`src/rtl/rope_pkg.sv`:
```
// shared constants, payload types and the cordic angle table
// for the rotary position embedding block; depends on nothing
package rope_pkg;

  localparam int PAIRS        = 64;
  localparam int CORDIC_STEPS = 16;
  localparam int ATAN_ENTRIES = 24;
  localparam int STEPS_USED   = (CORDIC_STEPS > ATAN_ENTRIES) ? ATAN_ENTRIES : CORDIC_STEPS;
  localparam int IDX_W        = (PAIRS > 1) ? $clog2(PAIRS) : 1;
  localparam int GAIN_Q16     = 39797;
  localparam int XW           = 34;
  localparam int ZW           = 33;
  localparam int SHIFT_W      = 5;

  localparam logic FUNC_LOAD   = 1'b0;
  localparam logic FUNC_ROTATE = 1'b1;

  localparam logic signed [15:0] SAT_MAX = 16'sh7fff;
  localparam logic signed [15:0] SAT_MIN = 16'sh8000;

  typedef struct packed {
    logic               func;
    logic [5:0]         pair_index;
    logic [15:0]        position;
    logic signed [15:0] first_value;
    logic signed [15:0] second_value;
    logic [31:0]        frequency_word;
  } in_item_t;

  typedef struct packed {
    logic signed [15:0] rotated_first;
    logic signed [15:0] rotated_second;
    logic               saturated;
  } out_item_t;

  typedef struct packed {
    logic signed [XW-1:0] x;
    logic signed [XW-1:0] y;
    logic signed [ZW-1:0] z;
  } cordic_t;

  // atan(2^-i) in turns, q0.32
  function automatic logic [31:0] atan_turns(input logic [SHIFT_W-1:0] i);
    logic [31:0] r;
    unique case (i)
      5'd0:  r = 32'h20000000;
      5'd1:  r = 32'h12E4051E;
      5'd2:  r = 32'h09FB385B;
      5'd3:  r = 32'h051111D4;
      5'd4:  r = 32'h028B0D43;
      5'd5:  r = 32'h0145D7E1;
      5'd6:  r = 32'h00A2F61E;
      5'd7:  r = 32'h00517C55;
      5'd8:  r = 32'h0028BE53;
      5'd9:  r = 32'h00145F2F;
      5'd10: r = 32'h000A2F98;
      5'd11: r = 32'h000517CC;
      5'd12: r = 32'h00028BE6;
      5'd13: r = 32'h000145F3;
      5'd14: r = 32'h0000A2FA;
      5'd15: r = 32'h0000517D;
      5'd16: r = 32'h000028BE;
      5'd17: r = 32'h0000145F;
      5'd18: r = 32'h00000A30;
      5'd19: r = 32'h00000518;
      5'd20: r = 32'h0000028C;
      5'd21: r = 32'h00000146;
      5'd22: r = 32'h000000A3;
      5'd23: r = 32'h00000051;
      default: r = 32'h00000000;
    endcase
    return r;
  endfunction

endpackage

```
`src/rtl/rope_round.sv`:
```
// output stage: round half up to q1.15 and saturate
// depends on rope_pkg
module rope_round (
  input  logic                clk,
  input  logic                rst,
  input  logic                in_valid,
  output logic                in_ready,
  input  rope_pkg::cordic_t   in_data,
  output logic                out_valid,
  input  logic                out_ready,
  output rope_pkg::out_item_t out_data
);
  import rope_pkg::*;

  logic                 v;
  out_item_t            r;
  logic signed [XW-1:0] sx, sy, rx, ry;
  logic                 hx, lx, hy, ly;
  logic                 en;

  assign en       = !v || out_ready;
  assign in_ready = en;

  always_comb begin
    sx = in_data.x + XW'(32768);
    sy = in_data.y + XW'(32768);
    rx = sx >>> 16;
    ry = sy >>> 16;
    hx = rx > XW'(SAT_MAX);
    lx = rx < XW'(SAT_MIN);
    hy = ry > XW'(SAT_MAX);
    ly = ry < XW'(SAT_MIN);
  end

  always_ff @(posedge clk) begin
    if (rst) begin
      v <= 1'b0;
    end else if (en) begin
      v <= in_valid;
    end
  end

  always_ff @(posedge clk) begin
    if (en) begin
      r.rotated_first  <= hx ? SAT_MAX : (lx ? SAT_MIN : rx[15:0]);
      r.rotated_second <= hy ? SAT_MAX : (ly ? SAT_MIN : ry[15:0]);
      r.saturated      <= hx || lx || hy || ly;
    end
  end

  assign out_valid = v;
  assign out_data  = r;

endmodule

```
`config.mk`:
```
export PLATFORM = sky130hd
export DESIGN_NAME = rope_round
export DESIGN_NICKNAME = d
export VERILOG_FILES = /design/src/rtl/rope_pkg.sv /design/src/rtl/rope_round.sv
export SDC_FILE = /design/constraint.sdc
export NUM_CORES = 1
export LEC_CHECK = 0
export BUFFER_PORTS_ARGS = -buffer_cell sky130_fd_sc_hd__buf_2
export CAP_MARGIN = 10
export CORE_ASPECT_RATIO = 1.25
export CORE_UTILIZATION = 40
export CTS_BUF_LIST = sky130_fd_sc_hd__clkbuf_4 sky130_fd_sc_hd__clkbuf_8
export DETAILED_ROUTE_END_ITERATION = 10
export GPL_ROUTABILITY_DRIVEN = 0
export HOLD_SLACK_MARGIN = 0.1
export PLACE_DENSITY = 0.79
export SYNTH_ARGS = -nofsm -noshare
export SYNTH_HDL_FRONTEND = slang
export SYNTH_SLANG_ARGS = --single-unit
```
`constraint.sdc`:
```
create_clock -name clk -period 1.8 [get_ports clk]
set_clock_uncertainty 0.15 [all_clocks]
set_input_delay 0.09 -clock clk [delete_from_list [all_inputs] [get_ports clk]]
set_output_delay 0.09 -clock clk [all_outputs]
set_load 0.05 [all_outputs]
```
==> metrics <==
finished layout cell area 3370 um2; ys async rst share 0%; CTS clk-pin slew, worst paths 0.06 ns; Seq/Total Area, Yosys a little under half; Final Critical Period 1.79 ns; CTS buffer count 5; Arrival @ worst endpoint between 1.5 and 2 ns; startpoint types input port; Final nets 457; Routed Antenna Nets 0; num rows 29; # port buffers 76; slowest stage cell, crit path nor4_4; Die Span X 68.3 um; Final setup violation count 0; Ys Warns 0; Detailed Place HPWL 4.19 mm; number of synthesized flops with an enable pin 33; total die area 5800 um2; DRC 0; Max IR drop VDD between 0.2 and 0.3 mV; first-pass GRT wire length 8.58 mm; max frequency about 0.56 GHz; Worst Hold Class in2reg; worst path required time 1.69 ns; leakage 1.43 nW; H-tree depth 2; Post-Syn Area about 2200 um2; DP Area 3140 um2; Synth top area share 45.1%; Main synth FF type edfxtp_1; core area 5190 um2; Netlist cell types just over 40; top-count cell post-synth edfxtp_1; Initial Util 42.4%; TritonCTS clock tree yes; GRT Util Overall 19.5%; # IOs 140; initial drt markers ~140; worst skew pair latency 0.27 ns; vias in the first global route just over 2000; wire per inst 13.5 um; fin crit share 99.4%; Fin. Hold Viols 0; syn_area_per_cell 10.9 um2; Die Height 84.9 um; Crit path top cell by count nand4_1; GR Overflow Total 0; Clock Tree Buf Depth 2; DR pass1 iterations 4; Synthesized Nets 308; dominant cells by area after synthesis edfxtp_1 45%, xnor2_1 6.8%, xor2_1 6.0%, o21ai_2 5.2%, nand3_1 3.2%; PnR worst setup slack just over 0.01 ns; Synth Register Bits 34; initial antenna violation count 0; most instantiated cells after synthesis 33 x edfxtp_1, 17 x xnor2_1, 15 x xor2_1, 14 x nand3_1; vias 2181; Final Max Slew Viols 0; relative slew slack ~71%; crit path capture type flop; Synth area leader edfxtp_1; measured slew at the worst slew-check pin 0.433 ns; gate count of the mapped netlist 201; layout cells sized above 1 between 50% and 60%; ant diodes 0; Routed Wire Length 5.56 mm; status completed; P&R area growth vs syn 53.4%; clk sink count 34; Worst path max stage delay roughly 0.32 ns; clk root buf clkbuf_8; pre-CTS setup slack -0.243 ns; max-cap violations 0; kind of critical path in2reg; via/cell ratio 5.28; P per Cell Area 698 nW/um2; largest net degree at the start of global routing 36; Critical Path Fanout Max 8; cell chain of the critical path buf_8 -> ha_4 -> nand4_1 -> nor4_4 -> nand4_1 -> o21a_1 -> a32oi_4 -> buf_12 -> clkbuf_16 -> o21ai_2
-- stage by stage --
stage	hold WS [ns]	power (mW)	instances	utilization, %	setup TNS [ns]
global placement	0.0960	1.73	395	60.6	-2.73
global route	0.137	2.46	413	65.0	-0.209
finish	0.131	2.36	413	65.0	0
floorplan	0.00907	1.47	201	-	0
detailed placement	0.102	1.75	395	60.6	-4.67
CTS	0.120	2.35	407	63.2	0
-- where the power goes --
group	switching (mW)	total, mW	internal (mW)
logic	0.511	0.783	0.272
registers	0.0194	0.983	0.963
clock network	0.248	0.590	0.342
total	0.779	2.36	1.58
-- kinds of logic after synthesis --
group | Yosys count | share of synthesized area (%)
and+or+nand+nor | 73 | 21.3
AOI/OAI and AO/OA | 47 | 15.4
DFF | 34 | 46.0
xor gates and xnor gates | 32 | 12.7
buffers and inverters | 13 | 3.42
adders and majority gates | 2 | 1.14
-- registers in the layout (all words and copies together), names as in the netlist --
register and flops:
out_valid 1, out_data 33
-- routing by layer --
layer	global-route usage (%)	wire, um	part of all wire (%)	vias up
li1	-	-	-	1057
met1	20.0	2030	36	1011
met2	35.3	3040	55	93
met3	3.63	294	5.3	20
met4	11.0	195	3.5	0
met5	0	0	0	-
-- cell type report --
class	instances	area [um2]
clock buffer	8	97.6
inverter	7	26.3
fill	413	1820
tap	62	77.6
timing repair buffer	147	1020
sequential	34	1010
multi-input combinational	155	1140
-- worst paths after layout --
kind              slack, ns  cells after the start      endpoint         from
setup / recovery       0.01                     10  out_data[24]  in_data[83]
hold / removal         0.13                      4  out_data[17]  in_data[83]
setup reg to reg       0.17                      3     out_valid    out_valid
hold reg to reg        0.64                      1   out_data[9]    out_valid
-- worst max-delay path: cells and delay by family --
kind / cells / cell delay [ns]
simple gates: 3 / 0.65
compound gates: 3 / 0.42
buf+inv: 3 / 0.38
fa+ha+maj: 1 / 0.14
-- timing repair --
action / CTS / global route
hold buffers: 4 / 0
endpoints found under the setup margin: 0 / 11
gates resized for setup: 0 / 5
buffers inserted: 0 / 4
endpoints found under the hold margin: 3 / 0
-- layout by cell type, fill, tap and decap left out, types with 2 or more instances in the layout --
| master | count |
|---|---|
| nand3_1 | 14 |
| o21ai_0 | 13 |
| nor3_2 | 2 |
| nor3b_1 | 2 |
| nor2_1 | 11 |
| nand4_4 | 2 |
| a21oi_1 | 12 |
| inv_1 | 7 |
| clkbuf_4 | 2 |
| nor3_1 | 5 |
| xor2_1 | 15 |
| edfxtp_1 | 33 |
| and4_1 | 2 |
| buf_12 | 5 |
| nand2b_1 | 2 |
| o21ai_2 | 13 |
| nand2_1 | 12 |
| buf_2 | 74 |
| nand4_1 | 7 |
| xnor2_1 | 17 |
| dlygate4sd3_1 | 4 |
| buf_4 | 61 |
| clkbuf_8 | 6 |
| nor4_4 | 2 |
| and3_1 | 3 |
Power figures use the tool's default switching activity.
