<file path="src/rtl/rope_pkg.sv">
// shared constants, payload types and the cordic angle table
// for the rotary position embedding block; depends on nothing
package rope_pkg;

  localparam int PAIRS        = 64;
  localparam int CORDIC_STEPS = 16;
  localparam int ATAN_ENTRIES = 24;
  localparam int STEPS_USED   = (CORDIC_STEPS > ATAN_ENTRIES) ? ATAN_ENTRIES : CORDIC_STEPS;
  localparam int IDX_W        = (PAIRS > 1) ? $clog2(PAIRS) : 1;
  localparam int GAIN_Q16     = 39797;
  localparam int XW           = 34;
  localparam int ZW           = 33;
  localparam int SHIFT_W      = 5;

  localparam logic FUNC_LOAD   = 1'b0;
  localparam logic FUNC_ROTATE = 1'b1;

  localparam logic signed [15:0] SAT_MAX = 16'sh7fff;
  localparam logic signed [15:0] SAT_MIN = 16'sh8000;

  typedef struct packed {
    logic               func;
    logic [5:0]         pair_index;
    logic [15:0]        position;
    logic signed [15:0] first_value;
    logic signed [15:0] second_value;
    logic [31:0]        frequency_word;
  } in_item_t;

  typedef struct packed {
    logic signed [15:0] rotated_first;
    logic signed [15:0] rotated_second;
    logic               saturated;
  } out_item_t;

  typedef struct packed {
    logic signed [XW-1:0] x;
    logic signed [XW-1:0] y;
    logic signed [ZW-1:0] z;
  } cordic_t;

  // atan(2^-i) in turns, q0.32
  function automatic logic [31:0] atan_turns(input logic [SHIFT_W-1:0] i);
    logic [31:0] r;
    unique case (i)
      5'd0:  r = 32'h20000000;
      5'd1:  r = 32'h12E4051E;
      5'd2:  r = 32'h09FB385B;
      5'd3:  r = 32'h051111D4;
      5'd4:  r = 32'h028B0D43;
      5'd5:  r = 32'h0145D7E1;
      5'd6:  r = 32'h00A2F61E;
      5'd7:  r = 32'h00517C55;
      5'd8:  r = 32'h0028BE53;
      5'd9:  r = 32'h00145F2F;
      5'd10: r = 32'h000A2F98;
      5'd11: r = 32'h000517CC;
      5'd12: r = 32'h00028BE6;
      5'd13: r = 32'h000145F3;
      5'd14: r = 32'h0000A2FA;
      5'd15: r = 32'h0000517D;
      5'd16: r = 32'h000028BE;
      5'd17: r = 32'h0000145F;
      5'd18: r = 32'h00000A30;
      5'd19: r = 32'h00000518;
      5'd20: r = 32'h0000028C;
      5'd21: r = 32'h00000146;
      5'd22: r = 32'h000000A3;
      5'd23: r = 32'h00000051;
      default: r = 32'h00000000;
    endcase
    return r;
  endfunction

endpackage

</file>
<file path="src/rtl/rope_cordic_step.sv">
// one registered cordic rotation step; the step index is tied per instance
// depends on rope_pkg
module rope_cordic_step (
  input  logic                             clk,
  input  logic                             rst,
  input  logic [rope_pkg::SHIFT_W-1:0]     step_index,
  input  logic                             in_valid,
  output logic                             in_ready,
  input  rope_pkg::cordic_t                in_data,
  output logic                             out_valid,
  input  logic                             out_ready,
  output rope_pkg::cordic_t                out_data
);
  import rope_pkg::*;

  logic                 v;
  cordic_t              c;
  cordic_t              nxt;
  logic signed [XW-1:0] dx, dy;
  logic signed [ZW-1:0] ang;
  logic                 en;

  assign en       = !v || out_ready;
  assign in_ready = en;

  always_comb begin
    dx  = in_data.y >>> step_index;
    dy  = in_data.x >>> step_index;
    ang = ZW'(atan_turns(step_index));
    // zero residual rotates the positive way
    if (!in_data.z[ZW-1]) begin
      nxt.x = in_data.x - dx;
      nxt.y = in_data.y + dy;
      nxt.z = in_data.z - ang;
    end else begin
      nxt.x = in_data.x + dx;
      nxt.y = in_data.y - dy;
      nxt.z = in_data.z + ang;
    end
  end

  always_ff @(posedge clk) begin
    if (rst) begin
      v <= 1'b0;
    end else if (en) begin
      v <= in_valid;
    end
  end

  always_ff @(posedge clk) begin
    if (en) begin
      c <= nxt;
    end
  end

  assign out_valid = v;
  assign out_data  = c;

endmodule

</file>
<file path="config.mk">
export PLATFORM = sky130hd
export DESIGN_NAME = rope_cordic_step
export DESIGN_NICKNAME = d
export VERILOG_FILES = /design/src/rtl/rope_pkg.sv /design/src/rtl/rope_cordic_step.sv
export SDC_FILE = /design/constraint.sdc
export NUM_CORES = 1
export LEC_CHECK = 0
export BUFFER_PORTS_ARGS = -buffer_cell sky130_fd_sc_hd__buf_2
export CAP_MARGIN = 20
export CORE_ASPECT_RATIO = 0.75
export CORE_MARGIN = 4
export CORE_UTILIZATION = 55
export DETAILED_ROUTE_END_ITERATION = 8
export PLACE_DENSITY = 0.78
export SYNTH_ARGS = -nofsm -noshare
export SYNTH_HDL_FRONTEND = slang
export SYNTH_SLANG_ARGS = --single-unit
</file>
<file path="constraint.sdc">
create_clock -name clk -period 6.29 [get_ports clk]
set_input_delay 0.629 -clock clk [delete_from_list [all_inputs] [get_ports clk]]
set_output_delay 0.629 -clock clk [all_outputs]
set_load 0.005 [all_outputs]
</file>
==> run_results.csv <==
group,metric,value,unit
run_status,outcome,"finished, final reports clean",
global_route,number_of_antenna_violations_at_the_first_check_in_global_routing,1,
synthesis,yosys.cell_count.top_type,"sky130_fd_sc_hd__a21oi_1",
routing,wl_per_cell,24.6,um
power_and_ir_drop,power_density,236,nW/um^2
timing,final_min_period_over_clock_period,96.3,%
global_route,globalRouteTotalUtil,37.2,%
die,initial_core_util,56.4,%
routing,viasPerCell,6.71,
timing,final.setup.tns,0,ns
synthesis,synth_top_area_share,19.7,%
timing,final.setup_skew,0.00848,ns
job,timing.max_cap.violations,0,
timing,slew_viol_final,0,
power_and_ir_drop,p_leak,7.91,nW
setup_path,critical_path.cell_chain,"buf_12, buf_12, mux4_2, buf_4, mux2i_1, o21ai_0, a221oi_2, nand4_2, buf_4, buf_4, nor4_4, a21oi_1, xnor2_1, ha_1, a21o_1, a21o_1, a211o_1, a21oi_1, a2bb2oi_1, a21oi_1, and2_1, o21a_1, nor2_1, xnor2_1",
clock_network,numClockSinks,102,
setup_path,critical_path_required,6.41,ns
cells_and_area,drive_above_1_share,28.2,%
clock_network,root_buffer,"sky130_fd_sc_hd__clkbuf_16",
timing,timing.max_slew.rel_slack,31.9,%
die,ios,213,
timing,slew_worst_pin,1.01,ns
setup_path,critPathMaxFanout,42,
die,die_outline_width,201,um
synthesis,flip_flop_and_latch_count_after_synthesis,102,
synthesis,synth-warning-count,0,
clock_network,clk_pin_slew_worst_paths,0.08,ns
synthesis,largest_family_of_logic_cells_by_synthesized_area,"compound AO/OA/AOI/OAI gates",
setup_path,timing.rr.start,"out_valid",
min_path,min-delay-start,"rst",
cells_and_area,fin_util,67.7,%
die,core,27300,sq um
routing,drt_first_iter_violations,2083,
routing,routed_wirelength,59700,um
synthesis,post_synth_inst_count,1733,
timing,timing.final.setup_violations,0,
cells_and_area,layout-area-overhead-vs-synth,19.9,%
global_route,globalRoute.totalOverflow,0,
synthesis,synth.cell_area,15400,sq um
timing,finalWorstPathRequiredPeriod,6.06,ns
timing,finalHoldWorstSlack,0.413,ns
synthesis,edff_count_synth,101,
synthesis,synth-xor-area-share,10.1,%
global_route,grt_start_max_net_pins,51,
cells_and_area,fin_nets,2293,
place,dp.cells,2412,
clock_network,htree_num_levels,3,
synthesis,synth_simple_gate_area_share,15.6,%
setup_path,peak_per_stage_delay_on_the_critical_path,0.58,ns
global_route,grt_pass1_wl,91500,um
setup_path,startpoint_type,"primary input",
synthesis,leading_post_synthesis_cells_by_cell_area,"sky130_fd_sc_hd__edfxtp_1, sky130_fd_sc_hd__mux4_2, sky130_fd_sc_hd__ha_1",
synthesis,synth_top_area_cell,"sky130_fd_sc_hd__edfxtp_1",
clock_network,numCtsBuffers,9,
setup_path,critPathCaptureType,"flop",
clock_network,cts-root-to-sink-buffers,2,
clock_network,clock_tree_from_tritoncts,"done",
cells_and_area,count_of_antenna_diodes_in_the_layout,0,
synthesis,synthesized_nets,1954,
synthesis,synth_top_cells_by_count,"sky130_fd_sc_hd__a21oi_1, sky130_fd_sc_hd__nand2_1, sky130_fd_sc_hd__nor2_1",
setup_path,setup.reg_to_reg.worst_slack,4.62,ns
global_route,first_global_vias,15600,
place,dp.final_hpwl,47500,um
synthesis,postSynthAreaPerCell,8.90,sq um
routing,antenna_violating_nets_post_route,0,
min_path,whs_endpoint,"out_valid",
setup_path,regToRegEndpoint,"out_data[97]",
die,die_area,30800,sq um
routing,drt_drc_violations_left,0,
synthesis,synth-adder-area-share,9.15,%
setup_path,critPathArrivalTime,6.17,ns
synthesis,synthMuxAreaShare,19.0,%
place,globalplace.congestion,1.02,
clock_network,clock_insertion_delay_worst_skew,0.37,ns
place,buffers_added_on_ports,212,
power_and_ir_drop,max-vdd-ir-drop,0.000202,V
timing,final_critical_path_setup_slack,0.233,ns
timing,hold_viol_final,0,
synthesis,synth_top_flop_cell,"sky130_fd_sc_hd__edfxtp_1",
cells_and_area,fin_cells,2428,
synthesis,synthDistinctLibCells,94,
setup_path,critPathKind,"primary input to flop",
min_path,hold_depth,2,
setup_path,critical-path-slowest-cell,"sky130_fd_sc_hd__mux4_2",
routing,num_vias,16300,
min_path,hold_path_class,"primary input to flop",
die,die_h,153,um
die,fp-row-count,52,
setup_path,timing.reg2reg.worst_path_depth,2,
synthesis,synth_seq_area_share,19.8,%
synthesis,fraction_of_registers_with_async_set_reset,0,%
place,preCtsSetupSlack,-0.104,ns
routing,detail_route.first_pass.iterations,7,
clock_network,holdBufCountCts,0,
synthesis,synth_area_in_compound_gates,22.4,%
timing,fmax,165,MHz
## worst max path at each step
stage,start,cells after the start,endpoint
final,step_index[0],24,out_data[97]
after global routing,step_index[0],22,out_data[100]
after CTS,step_index[0],24,out_data[97]
after detailed placement,step_index[0],25,out_data[29]
after global placement,step_index[0],24,out_data[97]
after floorplan,step_index[0],28,out_data[32]
## routing by layer
| layer | wire length, um | global-route usage [%] | share of wire (%) | vias to the layer above |
|---|---|---|---|---|
| li1 | - | - | - | 7303 |
| met1 | 24900 | 51.7 | 42 | 7769 |
| met2 | 26100 | 58.0 | 44 | 1071 |
| met3 | 6880 | 9.83 | 12 | 141 |
| met4 | 1810 | 9.63 | 3.0 | 0 |
| met5 | 0 | 0 | 0 | - |
## repair_timing
action,4_1_cts,5_1_grt
buffers inserted,0,0
resized for setup,0,6
setup endpoints to repair,0,14
## logic make-up after synthesis
| kind of cell | after synthesis |
|---|---|
| compound gates | 527 |
| simple gates | 503 |
| xor+xnor | 178 |
| mux | 176 |
| buf+inv | 136 |
| fa+ha+maj | 111 |
| flops | 102 |
## state kept, by name (all words and copies together) (netlist names)
name,count
out_data,101
out_valid,1
## worst max-delay path: cells and delay by family
family | cells | cell delay, ns
mux | 2 | 0.82
buf+inv | 5 | 1.02
simple gates | 4 | 1.03
compound gates | 10 | 2.09
xor+xnor | 2 | 0.25
fa+ha+maj | 1 | 0.30
## cell type report
class                      count  area [sq um]
fill                        2224          8830
multi-input combinational   1495         11800
clock buffer                  10           229
clock inverter                 6          82.6
timing repair buffer         423          2770
tap                          351           439
inverter                      41           154
sequential                   102          3050
## through the flow
stage,area (sq um),power (W)
final,18500,0.00436
after global placement,18200,0.00362
after detailed placement,18200,0.00368
after global routing,18500,0.00462
after CTS,18500,0.00432
after floorplan,15400,0.00267
## power by group
group	leakage [nW]	internal, W	switching (W)	total (W)
Clock	0.148	0.000318	0.000304	0.000621
Sequential	1.05	0.00110	0.0000665	0.00117
Combinational	6.71	0.00117	0.00140	0.00257
Total	7.91	0.00259	0.00177	0.00436
## cells in the final DEF, fill, tap and decap left out, drive strengths merged, types with 7 or more instances in the layout
master / netlist / routed
a211oi: 22 / 22
a21o: 40 / 40
a21oi: 163 / 163
a221oi: 11 / 11
a22oi: 12 / 12
a31oi: 30 / 30
and2: 20 / 20
and3: 14 / 14
buf: 56 / 422
clkbuf: 39 / 11
edfxtp: 101 / 101
ha: 108 / 108
inv: 40 / 41
mux2: 31 / 31
mux2i: 55 / 55
mux4: 90 / 90
nand2: 160 / 160
nand2b: 26 / 26
nand3: 29 / 29
nand4: 10 / 10
nor2: 142 / 142
nor2b: 31 / 31
nor3: 30 / 30
nor4: 7 / 7
o211ai: 18 / 18
o21a: 25 / 25
o21ai: 86 / 86
o21bai: 13 / 13
o22ai: 17 / 17
o31ai: 9 / 9
or2: 9 / 9
xnor2: 116 / 116
xor2: 62 / 62
(Power assumes the default switching activity.)
