===== config.mk =====
export PLATFORM = sky130hd
export DESIGN_NAME = rope_front
export DESIGN_NICKNAME = d
export VERILOG_FILES = /design/src/rtl/rope_pkg.sv /design/src/rtl/rope_front.sv
export SDC_FILE = /design/constraint.sdc
export NUM_CORES = 2
export LEC_CHECK = 0
export ABC_AREA = 1
export BUFFER_PORTS_ARGS = -buffer_cell sky130_fd_sc_hd__buf_2
export CORE_MARGIN = 2
export CORE_UTILIZATION = 45
export DETAILED_ROUTE_END_ITERATION = 8
export PLACE_DENSITY_LB_ADDON = 0.1
export SLEW_MARGIN = 20
export SYNTH_ARGS = -nofsm -noshare
export SYNTH_HDL_FRONTEND = slang
export SYNTH_SLANG_ARGS = --single-unit

===== constraint.sdc =====
create_clock -name clk -period 10.3 [get_ports clk]
set_input_delay 1.03 -clock clk [delete_from_list [all_inputs] [get_ports clk]]
set_output_delay 1.03 -clock clk [all_outputs]
set_load 0.03 [all_outputs]

===== src/rtl/rope_pkg.sv =====
// shared constants, payload types and the cordic angle table
// for the rotary position embedding block; depends on nothing
package rope_pkg;

  localparam int PAIRS        = 64;
  localparam int CORDIC_STEPS = 16;
  localparam int ATAN_ENTRIES = 24;
  localparam int STEPS_USED   = (CORDIC_STEPS > ATAN_ENTRIES) ? ATAN_ENTRIES : CORDIC_STEPS;
  localparam int IDX_W        = (PAIRS > 1) ? $clog2(PAIRS) : 1;
  localparam int GAIN_Q16     = 39797;
  localparam int XW           = 34;
  localparam int ZW           = 33;
  localparam int SHIFT_W      = 5;

  localparam logic FUNC_LOAD   = 1'b0;
  localparam logic FUNC_ROTATE = 1'b1;

  localparam logic signed [15:0] SAT_MAX = 16'sh7fff;
  localparam logic signed [15:0] SAT_MIN = 16'sh8000;

  typedef struct packed {
    logic               func;
    logic [5:0]         pair_index;
    logic [15:0]        position;
    logic signed [15:0] first_value;
    logic signed [15:0] second_value;
    logic [31:0]        frequency_word;
  } in_item_t;

  typedef struct packed {
    logic signed [15:0] rotated_first;
    logic signed [15:0] rotated_second;
    logic               saturated;
  } out_item_t;

  typedef struct packed {
    logic signed [XW-1:0] x;
    logic signed [XW-1:0] y;
    logic signed [ZW-1:0] z;
  } cordic_t;

  // atan(2^-i) in turns, q0.32
  function automatic logic [31:0] atan_turns(input logic [SHIFT_W-1:0] i);
    logic [31:0] r;
    unique case (i)
      5'd0:  r = 32'h20000000;
      5'd1:  r = 32'h12E4051E;
      5'd2:  r = 32'h09FB385B;
      5'd3:  r = 32'h051111D4;
      5'd4:  r = 32'h028B0D43;
      5'd5:  r = 32'h0145D7E1;
      5'd6:  r = 32'h00A2F61E;
      5'd7:  r = 32'h00517C55;
      5'd8:  r = 32'h0028BE53;
      5'd9:  r = 32'h00145F2F;
      5'd10: r = 32'h000A2F98;
      5'd11: r = 32'h000517CC;
      5'd12: r = 32'h00028BE6;
      5'd13: r = 32'h000145F3;
      5'd14: r = 32'h0000A2FA;
      5'd15: r = 32'h0000517D;
      5'd16: r = 32'h000028BE;
      5'd17: r = 32'h0000145F;
      5'd18: r = 32'h00000A30;
      5'd19: r = 32'h00000518;
      5'd20: r = 32'h0000028C;
      5'd21: r = 32'h00000146;
      5'd22: r = 32'h000000A3;
      5'd23: r = 32'h00000051;
      default: r = 32'h00000000;
    endcase
    return r;
  endfunction

endpackage


===== src/rtl/rope_front.sv =====
// front end: frequency table memory, phase multiply, quadrant fold and gain
// depends on rope_pkg
module rope_front (
  input  logic               clk,
  input  logic               rst,
  input  logic               item_valid,
  output logic               item_ready,
  input  rope_pkg::in_item_t item,
  output logic               out_valid,
  input  logic               out_ready,
  output rope_pkg::cordic_t  out_data
);
  import rope_pkg::*;

  logic [31:0] mem [0:PAIRS-1];

  logic [7:0]       idx_ext;
  logic [IDX_W-1:0] idx;
  logic             idx_ok;
  logic             accept;
  logic             en1, en2, en3;

  // stage 1: table read
  logic               v1;
  logic [15:0]        pos1;
  logic signed [15:0] a1, b1;
  logic               ok1;
  logic [31:0]        freq1;

  // stage 2: phase
  logic               v2;
  logic [31:0]        phase2;
  logic signed [15:0] a2, b2;
  logic [47:0]        prod;

  // stage 3: folded and scaled
  logic               v3;
  cordic_t            c3;
  logic signed [16:0] a17, b17, x0, y0;
  logic signed [17:0] gain;
  logic signed [34:0] xg, yg;

  assign idx_ext    = 8'(item.pair_index);
  assign idx        = idx_ext[IDX_W-1:0];
  assign idx_ok     = (32'(item.pair_index) < PAIRS);
  assign en3        = !v3 || out_ready;
  assign en2        = !v2 || en3;
  assign en1        = !v1 || en2;
  assign item_ready = en1;
  assign accept     = item_valid && item_ready;

  always_ff @(posedge clk) begin
    if (accept && item.func == FUNC_LOAD && idx_ok) begin
      mem[idx] <= item.frequency_word;
    end
    if (accept && item.func == FUNC_ROTATE) begin
      freq1 <= mem[idx];
    end
  end

  always_ff @(posedge clk) begin
    if (rst) begin
      v1 <= 1'b0;
      v2 <= 1'b0;
      v3 <= 1'b0;
    end else begin
      if (en1) begin
        v1 <= accept && item.func == FUNC_ROTATE;
      end
      if (en2) begin
        v2 <= v1;
      end
      if (en3) begin
        v3 <= v2;
      end
    end
  end

  assign prod = 48'(pos1) * 48'(freq1);

  always_comb begin
    a17  = 17'(a2);
    b17  = 17'(b2);
    gain = 18'(GAIN_Q16);
    unique case (phase2[31:30])
      2'd0: begin x0 = a17;  y0 = b17;  end
      2'd1: begin x0 = -b17; y0 = a17;  end
      2'd2: begin x0 = -a17; y0 = -b17; end
      default: begin x0 = b17; y0 = -a17; end
    endcase
    xg = 35'(x0) * 35'(gain);
    yg = 35'(y0) * 35'(gain);
  end

  always_ff @(posedge clk) begin
    if (en1) begin
      pos1 <= item.position;
      a1   <= item.first_value;
      b1   <= item.second_value;
      ok1  <= idx_ok;
    end
    if (en2) begin
      phase2 <= ok1 ? prod[31:0] : 32'd0;
      a2     <= a1;
      b2     <= b1;
    end
    if (en3) begin
      c3.x <= XW'(xg);
      c3.y <= XW'(yg);
      c3.z <= ZW'({2'b00, phase2[29:0]});
    end
  end

  assign out_valid = v3;
  assign out_data  = c3;

endmodule


==> flow_summary.toml <==
[synth]
synth_xor_area_share_pct = 0.959
syn_area_mm2 = 0.110
ys_seq_elements = 2293
async_reset_ff_share_pct = 0
synthSimpleGateAreaFrac_pct = 11.3
syn-instance-count = 8935
synth_edf_count = 2290
synth_top_area_share_pct = 62.2
dominantRegCellSynth = "edfxtp_1"
synth_compound_area_share_pct = 5.96
muxShareOfSynthArea_pct = 0
ys.warnings.count = 0
synth_top_family_by_area = "adder cells"
avgSynthCellArea_um2 = 12.4
ys_top_cells_by_area = "edfxtp_1 (62%), fa_1 (9.8%), nand2_1 (7.8%), inv_1 (4.1%), ha_1 (4.1%)"
ys_types = 50
synthAdderAreaFrac_pct = 13.9
yosysTopAreaCell = "edfxtp_1"
ys_seq_area_share_pct = 62.3

[route]
dr.pass1.iters = 6
viasPerCell = 5.52
routedWlPerCell_um = 26.4
vias = 69500
drcViolationCount = 0
ant_nets = 0
drt-total-wl_um = 332000
drtIter0Drc = 7006

[clock_network]
cts_tree = "built"
cts_hold_buf = 0
cts_buffer_depth = 3
cts_resized = 0
cts_setup_buffers = 0
clk_latency_ns = 0.92
ctsHtreeMaxLevel = 4
cts.sinks = 2293
root_buffer = "clkbuf_16"
cts_buffers = 231
path_clk_slew_ns = 0.06

[final_layout]
final_layout_size_suffix_gt1_share_pct = 8.44
postLayoutCoreUtil_pct = 50.6
final_nets = 10200
syn_to_final_growth_pct = 11.6
final_cells = 12600
fill_cells = 21100

[setup_path]
critPathCaptureType = "register"
crit_fanout = 21
cp.required_ns = 10.89
worstPathArrival_ns = 8.49
start_kind = "register"
crit_type = "register to register"

[global_route]
grt_pass1_vias = 69600
overflow = 0
grt_pass1_wl_um = 480000
grt_max_degree = 115
grt_use_total_pct = 26.5
antenna_found_initial = 18

[outcome]
status = "finished, final reports clean"

[die]
dieArea_mm2 = 0.250
start_util_pct = 45.3
ios = 194
fp-row-count = 181
fp.dieH_um = 500
core_area_mm2 = 0.244
die_w_um = 500

[sta]
drv_slew = 0
skew_ns = 0.0625
finalSetupTns_ns = 0
hold_viol = 0
finalSetupViolCount = 0
worstMarginPinSlew_ns = 1.15
min_period_ns = 7.90
rsz0062_at_grt = "false"
fin_crit_sh_pct = 76.7
fmax_ghz = 0.127
max-slew-margin-rel_pct = 23.5
timing.hold.ws_ns = 0.345

[min_path]
min_path_type = "input port to register"

[placed_design]
hpwl_um = 200000
routabilityCongestion = 0.875
place_inst = 12200
port_buffers = 190

[flow_run]
cap_violations = 0
-- through the flow --
| step | instance area [um2] | setup slack, ns |
|---|---|---|
| 3_3_place_gp | 116000 | 2.44 |
| 6_report | 123000 | 2.40 |
| 5_1_grt | 123000 | 1.89 |
| 3_5_place_dp | 116000 | 2.46 |
| 2_1_floorplan | 110000 | 1.81 |
| 4_1_cts | 123000 | 2.48 |
-- kinds of logic (layout without fill, tap and decap cells) --
logic type	Yosys count	after routing
xor gates and xnor gates	121	121
DFF	2293	2293
buffers and inverters	1570	2010
adders and majority gates	902	902
other	1	14
and+or+nand+nor	3064	3064
AOI/OAI and AO/OA	984	984
-- path summary, 6_finish.rpt --
check / startpoint / end / slack [ns] / cells past startpoint
max reg2reg: phase2[30] / out_data[89] / 2.40 / 24
min reg2reg: phase2[25] / out_data[25] / 0.40 / 0
max: phase2[30] / out_data[89] / 2.40 / 24
min: item[74] / pos1[10] / 0.34 / 1
-- synthesized netlist by cell type (4+ instances only) --
cell type  number
o2bb2ai_1       4
inv_1        1214
a22oi_1       218
o21ai_1        22
a21oi_1       185
a21boi_0        5
nand4_1       223
o22ai_1         7
a31oi_1         5
buf_6           7
a211oi_1       13
fa_1          541
clkbuf_1      162
and3_1          4
inv_2           8
nor4_1          7
ha_1          361
buf_1          15
o221ai_1        4
o31ai_1        22
o21bai_1       10
xor2_1        100
nand3b_1       16
nand3_4         4
a221oi_1       31
edfxtp_1     2290
nand2_1      2294
nand3_1       179
nor2_1        300
buf_4           7
o2111ai_1      52
o211ai_1       22
nor3_1         31
a21o_1         18
buf_2         154
a22o_1        135
xnor2_1        21
o21ai_0       225
-- worst max-delay path, cell delays in order, from the launching register on --
cell      delay [ns]
edfxtp_1        0.69
nand2_1         0.63
inv_1           0.54
a22oi_1         1.02
ha_1            0.45
xor2_1          0.17
ha_1            0.29
inv_1           0.06
fa_1            0.50
inv_1           0.04
ha_1            0.28
fa_1            0.48
inv_1           0.05
fa_1            0.47
inv_1           0.04
ha_1            0.34
nand2_1         0.12
nor3_1          0.36
nand2_1         0.09
nand2_1         0.12
a21oi_1         0.17
o21ai_0         0.45
nand2_1         0.14
nand3_1         0.10
nand2_1         0.06
-- sequential cells by signal, summed over array words and instances, names as in the netlist --
| register | count |
|---|---|
| a1 | 16 |
| a2 | 16 |
| b1 | 16 |
| b2 | 16 |
| freq1 | 32 |
| mem | 2048 |
| out_data | 98 |
| out_valid | 1 |
| phase2 | 32 |
| pos1 | 16 |
| v1 | 1 |
| v2 | 1 |
-- metal layers --
layer	track usage, %	up-vias	part of all wire (%)
li1	-	31000	-
met1	36.6	35600	43
met2	44.3	2448	48
met3	3.56	410	6.6
met4	6.79	2	2.7
met5	0	-	0.0039
-- cells in the final DEF, fill, tap and decap left out, types with 6 or more instances in the layout --
cell / instances
a211oi_1: 13
a21o_1: 18
a21oi_1: 183
a221oi_1: 31
a22o_1: 135
a22oi_1: 218
buf_2: 190
buf_4: 174
bufinv_16: 20
clkbuf_1: 53
clkbuf_16: 233
clkinv_1: 44
clkinv_16: 9
clkinv_2: 44
clkinvlp_4: 6
diode_2: 11
edfxtp_1: 2290
fa_1: 541
ha_1: 361
inv_1: 1211
inv_8: 8
nand2_1: 2293
nand3_1: 178
nand3b_1: 16
nand4_1: 223
nor2_1: 235
nor2_4: 65
nor3_1: 23
nor3_2: 9
nor4_1: 7
o2111ai_1: 52
o211ai_1: 22
o21ai_0: 224
o21ai_1: 23
o21bai_1: 10
o22ai_1: 7
o31ai_1: 21
xnor2_1: 21
xor2_1: 100
-- cell type report --
class	instances	area [um2]	area share, %
inverter	1225	4660	3.78
multi-input combinational	5074	36100	29.2
clock buffer	286	6030	4.89
sequential	2293	68800	55.8
tap	3202	4010	3.25
timing repair buffer	370	2370	1.92
antenna	11	27.5	0.0223
clock inverter	129	1380	1.12
Power is not shown: default switching activity piles up to over one toggle a cycle in this logic, so the estimate is an artifact.
